`config.mk`:
```
export PLATFORM = sky130hd
export DESIGN_NAME = ade_color
export DESIGN_NICKNAME = d
export VERILOG_FILES = /design/src/rtl/ade_pkg.sv /design/src/rtl/ade_color.sv
export SDC_FILE = /design/constraint.sdc
export NUM_CORES = 1
export LEC_CHECK = 0
export ABC_CLOCK_PERIOD_IN_PS = 10900
export BUFFER_PORTS_ARGS = -buffer_cell sky130_fd_sc_hd__buf_2
export CAP_MARGIN = 25
export CORE_MARGIN = 2
export CORE_UTILIZATION = 40
export DETAILED_ROUTE_END_ITERATION = 12
export PLACE_DENSITY = 0.69
export SLEW_MARGIN = 20
export SYNTH_ARGS = -nofsm -noshare
export SYNTH_HDL_FRONTEND = slang
export SYNTH_SLANG_ARGS = --single-unit
```
`constraint.sdc`:
```
create_clock -name vclk -period 10.9
set_clock_uncertainty 0.05 [all_clocks]
set_input_delay 0.545 -clock vclk [all_inputs]
set_output_delay 0.545 -clock vclk [all_outputs]
set_load 0.005 [all_outputs]
```
`src/rtl/ade_pkg.sv`:
```
package ade_pkg;

  localparam int BITMAP_DEPTH = 6144;
  localparam int ATTR_DEPTH   = 768;
  localparam int VM_DEPTH     = 6912;
  localparam int SCREEN_ROWS  = 192;

  localparam int VM_AW     = 13;
  localparam int BITMAP_AW = $clog2(BITMAP_DEPTH);
  localparam int ATTR_AW   = $clog2(ATTR_DEPTH);

  typedef enum logic {
    CMD_WRITE = 1'b0,
    CMD_PIXEL = 1'b1
  } cmd_t;

  // one input word as the video memory sees it
  typedef struct packed {
    logic             wr;
    logic             rd;
    logic [VM_AW-1:0] addr;
    logic [7:0]       data;
    logic [7:0]       px;
    logic [7:0]       py;
  } vm_req_t;

  // side information travelling with a pixel while the memory answers
  typedef struct packed {
    logic [2:0] px_lo;
    logic       phase;
    logic       row_ok;
  } pix_info_t;

  typedef struct packed {
    logic [4:0] idx;
    logic [7:0] red;
    logic [7:0] green;
    logic [7:0] blue;
  } pix_out_t;

  function automatic logic [23:0] pal_rgb(input logic [4:0] idx);
    logic [23:0] c;
    case (idx)
      5'd0:  c = {8'd0,   8'd0,   8'd0};
      5'd1:  c = {8'd0,   8'd0,   8'd192};
      5'd2:  c = {8'd192, 8'd0,   8'd0};
      5'd3:  c = {8'd192, 8'd0,   8'd192};
      5'd4:  c = {8'd0,   8'd192, 8'd0};
      5'd5:  c = {8'd0,   8'd192, 8'd192};
      5'd6:  c = {8'd192, 8'd192, 8'd0};
      5'd7:  c = {8'd192, 8'd192, 8'd192};
      5'd8:  c = {8'd0,   8'd0,   8'd0};
      5'd9:  c = {8'd96,  8'd96,  8'd255};
      5'd10: c = {8'd255, 8'd96,  8'd96};
      5'd11: c = {8'd255, 8'd96,  8'd255};
      5'd12: c = {8'd96,  8'd255, 8'd96};
      5'd13: c = {8'd96,  8'd255, 8'd255};
      5'd14: c = {8'd255, 8'd255, 8'd96};
      5'd15: c = {8'd255, 8'd255, 8'd255};
      5'd16: c = {8'd120, 8'd90,  8'd40};
      5'd17: c = {8'd70,  8'd80,  8'd192};
      5'd18: c = {8'd75,  8'd0,   8'd255};
      5'd19: c = {8'd20,  8'd30,  8'd86};
      5'd20: c = {8'd90,  8'd255, 8'd0};
      5'd21: c = {8'd70,  8'd50,  8'd10};
      5'd22: c = {8'd0,   8'd255, 8'd0};
      5'd23: c = {8'd56,  8'd45,  8'd120};
      5'd24: c = {8'd255, 8'd10,  8'd70};
      5'd25: c = {8'd50,  8'd25,  8'd80};
      5'd26: c = {8'd255, 8'd96,  8'd96};
      5'd27: c = {8'd255, 8'd96,  8'd255};
      5'd28: c = {8'd96,  8'd255, 8'd96};
      5'd29: c = {8'd60,  8'd255, 8'd70};
      5'd30: c = {8'd32,  8'd255, 8'd96};
      5'd31: c = {8'd255, 8'd255, 8'd255};
      default: c = 24'd0;
    endcase
    return c;
  endfunction

endpackage

```
`src/rtl/ade_color.sv`:
```
module ade_color (
  input  logic               [7:0] bits,
  input  logic               [7:0] attr,
  input  ade_pkg::pix_info_t       info,
  input  logic               [4:0] offset,
  output ade_pkg::pix_out_t        pix
);
  import ade_pkg::*;

  logic [7:0]  b;
  logic [7:0]  a;
  logic        dot;
  logic [3:0]  base;
  logic [4:0]  idx;
  logic [23:0] rgb;

  always_comb begin
    // rows below the screen read as blank
    b    = info.row_ok ? bits : 8'd0;
    a    = info.row_ok ? attr : 8'd0;
    dot  = b[~info.px_lo] ^ (info.phase & a[7]);
    base = {a[6], (dot ? a[2:0] : a[5:3])};
    idx  = {1'b0, base} + offset;
    rgb  = pal_rgb(idx);
    pix.idx   = idx;
    pix.red   = rgb[23:16];
    pix.green = rgb[15:8];
    pix.blue  = rgb[7:0];
  end

endmodule

```
==> impl_metrics.env, run 1 <==
export IMPL_worst_path_max_delay_cell="fa_1"
export IMPL_viasPerCell=5.83
export IMPL_die_w_microns=54.0
export IMPL_fin_nets=233
export IMPL_end_kind="primary output"
export IMPL_rsz0062_at_grt="false"
export IMPL_antenna_cells=0
export IMPL_muxShareOfSynthArea_pct=14.3
export IMPL_final_cells=221
export IMPL_seq_cells=0
export IMPL_max_slew_margin_pct=48.1
export IMPL_syn_avg_cell_area_sq_um=6.80
export IMPL_syn_inst=147
export IMPL_synthAdderAreaFrac_pct=18.3
export IMPL_hp_start="offset[0]"
export IMPL_worst_pin_slew_ps=778
export IMPL_start_kind="primary input"
export IMPL_multi_input_area_sq_um=912
export IMPL_worstSetupPathType="primary input to primary output"
export IMPL_yosysSeqAreaShare_pct=0
export IMPL_cpPeakStageDelay_ps=840
export IMPL_cts_setup_buffers=0
export IMPL_p_leak_nw=0.649
export IMPL_netlist_area_sq_um=1000
export IMPL_regArea_sq_um=0
export IMPL_synthXorXnorAreaFrac_pct=2.63
export IMPL_worstPathRequired_ps=10310
export IMPL_clock_fmax_mhz=198
export IMPL_setup_viol=0
export IMPL_ios=55
export IMPL_num_vias=1288
export IMPL_num_rows=18
export IMPL_fin_setup_tns_ps=0
export IMPL_globalplace_congestion=0.873
export IMPL_dp_cells=221
export IMPL_grt_usage_pct=20.5
export IMPL_grt_max_degree=23
export IMPL_grt_ovfl_total=0
export IMPL_drive_gt1_share_pct=30.9
export IMPL_min_delay_path_class="primary input to primary output"
export IMPL_synth_compound_area_share_pct=33.2
export IMPL_drt_iter0_drc=34
export IMPL_maxCapViolations=0
export IMPL_cp_max_fo=15
export IMPL_synth_fp_nets=187
export IMPL_status="completed"
export IMPL_ant_nets=0
export IMPL_core_area_sq_um=2430
export IMPL_crit_top_cell="mux2i_1"
export IMPL_areaGrowthSynthToFinish_pct=26.3
export IMPL_finalMaxSlewViolations=0
export IMPL_grt_pass1_wl_microns=4720
export IMPL_ys_types=40
export IMPL_synth_top_family_by_area="compound AO/OA/AOI/OAI gates"
export IMPL_wl_per_cell_microns=13.8
export IMPL_synthSimpleGateAreaFrac_pct=22.9
export IMPL_cts_resized=0
export IMPL_crit_path_start="info[2]"
export IMPL_hold_viol_final=0
export IMPL_n_clock_buffer=0
export IMPL_wirelength_microns=3040
export IMPL_first_global_vias=1081
export IMPL_ir_worst_vdd_mv=0.0530
export IMPL_min_to="pix[24]"
export IMPL_nFillCells=276
export IMPL_hold_buffers=0
export IMPL_fin_crit_ps=5050
export IMPL_path_cells="buf_2 -> mux4_1 -> mux2i_1 -> xor2_1 -> mux2i_1 -> nor2b_1 -> ha_1 -> fa_1 -> inv_1 -> ha_1 -> inv_1 -> nor2_1 -> a21oi_1 -> mux2i_1 -> a22oi_1 -> buf_2"
export IMPL_dieArea_sq_um=2910
export IMPL_antenna_found_initial=0
export IMPL_hpwl_microns=2370
export IMPL_yosys_warnings=0
export IMPL_start_util_pct=41.1
export IMPL_drc_errors=0
export IMPL_port_buffers=55
export IMPL_whs_path_depth=3
export IMPL_drt_first_pass_iters=4
export IMPL_powerDensity_nw_per_um2=124
export IMPL_die_y_microns=54.0
export IMPL_arrival_ps=4450
export IMPL_fin_crit_sh_pct=46.3
[through the flow]
| step | power (mW) | cell area (sq um) | util, % | hold WS [ps] | worst slack, ps |
|---|---|---|---|---|---|
| final | 0.156 | 1260 | 51.9 | 1690 | 5850 |
| after global routing | 0.174 | 1260 | 51.9 | 1720 | 5640 |
| after CTS | 0.154 | 1260 | 51.9 | 1700 | 5890 |
| after detailed placement | 0.154 | 1260 | 51.9 | 1700 | 5890 |
| after global placement | 0.153 | 1260 | 51.9 | 1700 | 5900 |
| after floorplan | 0.103 | 1000 | - | 1290 | 6420 |
[Yosys cell counts]
library cell  instances  area share [%]
a21boi_0              1            0.75
a21boi_1              1            0.75
a21o_1                2             1.5
a21oi_1              11             5.5
a22o_1                1            0.88
a22oi_1               4             3.0
a2bb2oi_1             1            0.88
a31oi_1               2             1.3
and2_1                2             1.3
and3_1                1            0.63
and3b_1               1            0.88
buf_2                 4             2.0
buf_4                 2             1.5
clkbuf_1              6             2.3
fa_1                  1             2.0
ha_1                 13              16
inv_1                 6             2.3
inv_2                 2            0.75
mux2i_1               9             9.0
mux4_1                2             5.3
nand2_1              13             4.9
nand3_1               6             3.0
nand4_1               2             1.3
nor2_1               11             4.1
nor2b_1               3             1.9
nor3_1                5             2.5
o211ai_1              1            0.75
o21a_1                1            0.75
o21ai_0              15             7.5
o221a_2               1             1.1
o221ai_1              2             1.8
o22ai_1               1            0.63
o2bb2ai_1             1            0.88
o311a_1               1             1.0
o31ai_1               1            0.75
o32ai_1               4             3.5
or2_1                 2             1.3
or3_1                 2             1.3
xnor2_1               2             1.8
xor2_1                1            0.88
[layer usage]
layer	share of wire [%]	vias up	global-route usage, %
li1	-	634	-
met1	43	598	28.1
met2	48	56	36.6
met3	9.0	0	2.22
met4	0	0	0
met5	0	-	0
[worst max path at each step]
stage / cells past startpoint / slack [ps] / end
floorplan: 15 / 6420 / pix[22]
global placement: 16 / 5900 / pix[22]
detailed placement: 16 / 5890 / pix[22]
CTS: 16 / 5890 / pix[22]
global route: 16 / 5640 / pix[22]
finish: 16 / 5850 / pix[22]
[layout make-up]
cell class	count	area share, %
inverters	8	2.38
multi-input cells	127	72.2
well taps	30	2.97
repair buffers	56	22.4
[power by group]
part | switching (mW) | internal (mW)
sequential | 0 | 0
clock | 0 | 0
combinational | 0.0893 | 0.0668
[kinds of logic after synthesis]
group	count (synthesis)
compound gates	51
xor+xnor	3
fa+ha+maj	14
buf+inv	20
mux	11
simple gates	48
[cells in the final DEF, fill, tap and decap left out, types with 3 or more instances in the layout]
master / n
mux2i_1: 9
nand3_1: 6
o21ai_0: 15
nor2b_1: 3
nand2_1: 13
a22oi_1: 4
buf_2: 55
ha_1: 13
o32ai_1: 4
inv_1: 6
a21oi_1: 11
nor3_1: 5
nor2_1: 11
[worst max-delay path: cells and delay by family]
kind / cells / cell delay, ps
xor gates and xnor gates: 1 / 350
adders and majority gates: 3 / 1460
muxes: 4 / 1020
and+or+nand+nor: 2 / 120
AOI/OAI and AO/OA: 2 / 290
buffers and inverters: 4 / 670
(Power assumes the default switching activity.)
==> inputs of run 2 (changes only) <==
Settings changed: ABC_CLOCK_PERIOD_IN_PS 10900 to 5150.
Clock period 10.9 ns to 5.15 ns, I/O delays scaled along.
==> run 2 against run 1 <==
Effect of this change:
- sequential share of layout area stayed put
- combinational power rose by 110%
- largest cell class unchanged
- non-clock buffer count grew 2
- hold slack worse by 560 ps
- sequential cell count did not move
- final cell count up 0.90%
- first-iteration DRC count up 74%
- die area unchanged
- critical path depth stayed put
==> impl_metrics.env, run 2 (synthesis gave the netlist of run 1 again) <==
export IMPL_status="completed"
export IMPL_worstPathRequired_ps=4840
export IMPL_hp_start="offset[0]"
export IMPL_grt_ovfl_total=0
export IMPL_seq_cells=0
export IMPL_finalMaxSlewViolations=0
export IMPL_drt_iter0_drc=59
export IMPL_arrival_ps=4110
export IMPL_fin_setup_tns_ps=0
export IMPL_fin_crit_ps=4420
export IMPL_crit_top_cell="mux2i_1"
export IMPL_fin_nets=235
export IMPL_grt_pass1_wl_microns=5060
export IMPL_pwr_share_seq_pct=0
export IMPL_ant_nets=0
export IMPL_min_to="pix[24]"
export IMPL_grt_max_degree=23
export IMPL_cts_resized=0
export IMPL_whs_path_depth=3
export IMPL_timing_hold_ws_ps=1130
export IMPL_final_cell_mix="55 x buf_2, 15 x o21ai_0, 13 x nand2_1, 13 x ha_1"
export IMPL_globalplace_congestion=0.854
export IMPL_dr_wl_met2_microns=1560
export IMPL_port_buffers=55
export IMPL_worst_pin_slew_ps=512
export IMPL_powerDensity_nw_per_um2=261
export IMPL_setup_viol=0
export IMPL_first_global_vias=1117
export IMPL_drc_errors=0
export IMPL_fin_crit_sh_pct=85.7
export IMPL_rsz0062_at_grt="false"
export IMPL_crit_path_start="info[2]"
export IMPL_wl_per_cell_microns=14.1
export IMPL_start_kind="primary input"
export IMPL_die_w_microns=54.0
export IMPL_final_common_cell="buf_2"
export IMPL_drive_gt1_share_pct=31.6
export IMPL_switching_share_pct=56.8
export IMPL_drt_first_pass_iters=4
export IMPL_n_clock_buffer=0
export IMPL_power_mw=0.333
export IMPL_place_area_sq_um=1280
export IMPL_end_kind="primary output"
export IMPL_worst_path_max_delay_cell="fa_1"
export IMPL_hold_buffers=0
export IMPL_maxCapViolations=0
export IMPL_nFillCells=254
export IMPL_viasPerCell=5.93
export IMPL_worstSetupPathType="primary input to primary output"
export IMPL_die_y_microns=54.0
export IMPL_max_slew_margin_pct=65.8
export IMPL_multi_input_area_sq_um=912
export IMPL_path_cells="buf_2 -> mux4_1 -> mux2i_1 -> xor2_1 -> mux2i_1 -> nor2b_1 -> ha_1 -> fa_1 -> inv_1 -> ha_1 -> inv_1 -> nor2_1 -> a21oi_1 -> mux2i_1 -> a22oi_1 -> buf_2"
export IMPL_wirelength_microns=3150
export IMPL_dieArea_sq_um=2910
export IMPL_comb_power_share_pct=100.0
export IMPL_core_area_sq_um=2430
export IMPL_regArea_sq_um=0
export IMPL_antenna_found_initial=0
export IMPL_net_switching_power_mw=0.189
export IMPL_drt_met1_wl_microns=1380
export IMPL_final_area_sq_um=1280
export IMPL_hpwl_microns=2410
export IMPL_num_vias=1322
export IMPL_wl_met3_microns=195
export IMPL_num_rows=18
export IMPL_cp_max_fo=15
export IMPL_clock_fmax_mhz=226
export IMPL_ir_worst_vdd_mv=0.127
export IMPL_cts_setup_buffers=0
export IMPL_areaGrowthSynthToFinish_pct=27.8
export IMPL_dr_max_layer_used="met4"
export IMPL_antenna_cells=0
export IMPL_intPower_mw=0.144
export IMPL_start_util_pct=41.1
export IMPL_p_leak_nw=0.659
export IMPL_min_delay_path_class="primary input to primary output"
export IMPL_p_clk_share_pct=0
export IMPL_ios=55
export IMPL_hold_viol_final=0
export IMPL_cpPeakStageDelay_ps=820
export IMPL_grt_usage_pct=22.1
## run 2: cell count changes in the layout (fill, tap and decap cells not counted)
cell | previous run | this run
buf_4 | 1 | 3
## run 2: worst max-delay path: cells and delay by family
| family | cells | cell delay, ps |
|---|---|---|
| XOR/XNOR | 1 | 340 |
| AO/OA/AOI/OAI | 2 | 310 |
| buffers and inverters | 4 | 630 |
| AND/OR/NAND/NOR | 2 | 120 |
| multiplexers | 4 | 1050 |
| adder cells (fa/ha/maj) | 3 | 1400 |
## run 2: area by class of cell
cell class	count	share of cell area (%)
Timing Repair Buffer	58	23.3
Tap cell	30	2.94
Inverter	8	2.35
Multi-Input combinational cell	127	71.4
## run 2: worst max-delay path by stage
stage	endpoint	slack, ps	cells past startpoint
after floorplan	pix[22]	1250	15
after global placement	pix[22]	950	16
after detailed placement	pix[22]	760	16
after CTS	pix[22]	740	16
after global routing	pix[22]	430	16
final	pix[22]	730	16
## run 2: per-stage QoR
stage	setup WS, ps	cells	util (%)
after floorplan	1250	147	-
after global placement	952	223	52.5
after detailed placement	758	223	52.5
after CTS	743	223	52.5
after global routing	427	223	52.5
final	735	223	52.5
## run 2: power groups by stage
stage	logic [mW]	clock network (mW)	registers [mW]
3_3_place_gp	0.325	0	0
2_1_floorplan	0.219	0	0
3_5_place_dp	0.329	0	0
4_1_cts	0.330	0	0
5_1_grt	0.374	0	0
6_report	0.333	0	0
## run 2: metal layers
layer / global-route usage, % / up-vias
met5: 0 / -
met4: 0 / 0
met3: 0.278 / 2
met2: 40.4 / 64
met1: 30.5 / 615
li1: - / 641
==> inputs of run 3 (changes only) <==
Settings changed: CORE_MARGIN 2 to 5, SLEW_MARGIN 20 to 10.
==> run 3 against run 2 <==
Effect of this change:
- routed wire length rose by 3.8%
- critical path type unchanged
- global-route usage fell by 3.9 points
- combinational power barely moved
- sequential share of layout area did not move
- utilization did not move
- largest cell class unchanged
- critical endpoint unchanged
- hold slack got worse by 14 ps
- die area rose by 23%
- clock-buffer cell count did not move
- via count fell by 1.6%
==> impl_metrics.env, run 3 (synthesis gave the netlist of run 1 again) <==
export IMPL_status="completed"
export IMPL_final_common_cell="buf_2"
export IMPL_fin_util_pct=52.5
export IMPL_clock_fmax_mhz=225
export IMPL_drt_first_pass_iters=4
export IMPL_worst_pin_slew_ps=529
export IMPL_path_cells="buf_2 -> mux4_1 -> mux2i_1 -> xor2_1 -> mux2i_1 -> nor2b_1 -> ha_1 -> fa_1 -> inv_1 -> ha_1 -> inv_1 -> nor2_1 -> a21oi_1 -> mux2i_1 -> a22oi_1 -> buf_2"
export IMPL_grt_use_met3_pct=1.73
export IMPL_num_rows=18
export IMPL_whs_path_depth=3
export IMPL_arrival_ps=4140
export IMPL_seq_cells=0
export IMPL_grt_use_met1_pct=22.8
export IMPL_worst_path_max_delay_cell="fa_1"
export IMPL_setup_viol=0
export IMPL_min_delay_path_class="primary input to primary output"
export IMPL_areaGrowthSynthToFinish_pct=27.8
export IMPL_num_vias=1301
export IMPL_wl_per_cell_microns=14.6
export IMPL_end_kind="primary output"
export IMPL_ios=55
export IMPL_ant_nets=0
export IMPL_drive_gt1_share_pct=31.6
export IMPL_hold_viol_final=0
export IMPL_maxCapViolations=0
export IMPL_antenna_found_initial=0
export IMPL_hp_start="offset[0]"
export IMPL_hpwl_microns=2590
export IMPL_start_util_pct=41.1
export IMPL_met2_usage_pct=33.2
export IMPL_finalMaxSlewViolations=0
export IMPL_crit_top_cell="mux2i_1"
export IMPL_dieArea_sq_um=3600
export IMPL_drc_errors=0
export IMPL_ir_worst_vdd_mv=0.128
export IMPL_grt_ovfl_total=0
export IMPL_fin_nets=235
export IMPL_port_buffers=55
export IMPL_core_area_sq_um=2430
export IMPL_min_to="pix[24]"
export IMPL_drt_iter0_drc=50
export IMPL_power_mw=0.335
export IMPL_grt_usage_pct=18.2
export IMPL_wirelength_microns=3260
export IMPL_cts_setup_buffers=0
export IMPL_die_w_microns=60.0
export IMPL_start_kind="primary input"
export IMPL_final_area_sq_um=1280
export IMPL_place_area_sq_um=1280
export IMPL_first_global_vias=1324
export IMPL_p_leak_nw=0.659
export IMPL_cp_max_fo=15
export IMPL_antenna_cells=0
export IMPL_regArea_sq_um=0
export IMPL_fin_setup_tns_ps=0
export IMPL_viasPerCell=5.83
export IMPL_hold_buffers=0
export IMPL_fin_crit_ps=4450
export IMPL_die_y_microns=60.0
export IMPL_fin_crit_sh_pct=86.4
export IMPL_powerDensity_nw_per_um2=262
export IMPL_final_cell_mix="55 x buf_2, 15 x o21ai_0, 13 x nand2_1, 13 x ha_1"
export IMPL_n_clock_buffer=0
export IMPL_rsz0062_at_grt="false"
export IMPL_worstSetupPathType="primary input to primary output"
export IMPL_cpPeakStageDelay_ps=830
export IMPL_cts_resized=0
export IMPL_grt_max_degree=23
export IMPL_globalplace_congestion=0.842
export IMPL_worstPathRequired_ps=4840
export IMPL_grt_pass1_wl_microns=5430
export IMPL_grt_busiest_layer="met2"
export IMPL_max_slew_margin_pct=64.7
## run 3: cell counts in the layout (fill, tap and decap cells not counted)
No cell type changed its count.
## run 3: worst max path at each step
| stage | from | endpoint | depth (start not counted) |
|---|---|---|---|
| after floorplan | info[2] | pix[22] | 15 |
| after global placement | info[2] | pix[22] | 16 |
| after detailed placement | info[3] | pix[22] | 16 |
| after CTS | info[3] | pix[22] | 16 |
| after global routing | info[2] | pix[22] | 16 |
| final | info[2] | pix[22] | 16 |
## run 3: per-stage QoR
| stage | hold WS (ps) | worst slack, ps | cells |
|---|---|---|---|
| after CTS | 1120 | 738 | 223 |
| after floorplan | 715 | 1250 | 147 |
| after global routing | 1140 | 432 | 223 |
| after detailed placement | 1120 | 745 | 223 |
| final | 1120 | 702 | 223 |
| after global placement | 1130 | 946 | 223 |
## run 3: metal layers
layer	share of wire, %	vias up
li1	-	641
met1	44	607
met2	49	53
met3	7.5	0
met4	0	0
met5	0	-
## run 3: where the power goes
| part | total (mW) | switching [mW] | internal [mW] |
|---|---|---|---|
| sequential | 0 | 0 | 0 |
| combinational | 0.335 | 0.190 | 0.144 |
| clock | 0 | 0 | 0 |
## run 3: layout make-up
class / count / area, sq um
Multi-Input combinational cell: 127 / 912
Timing Repair Buffer: 58 / 298
Fill cell: 272 / 1150
Tap cell: 30 / 37.5
Inverter: 8 / 30.0
## run 3: critical path: cells and delay by family
kind	cells	cell delay (ps)
adders and majority gates	3	1410
xor gates and xnor gates	1	370
buffers and inverters	4	630
muxes	4	1020
AOI/OAI and AO/OA	2	320
and+or+nand+nor	2	120
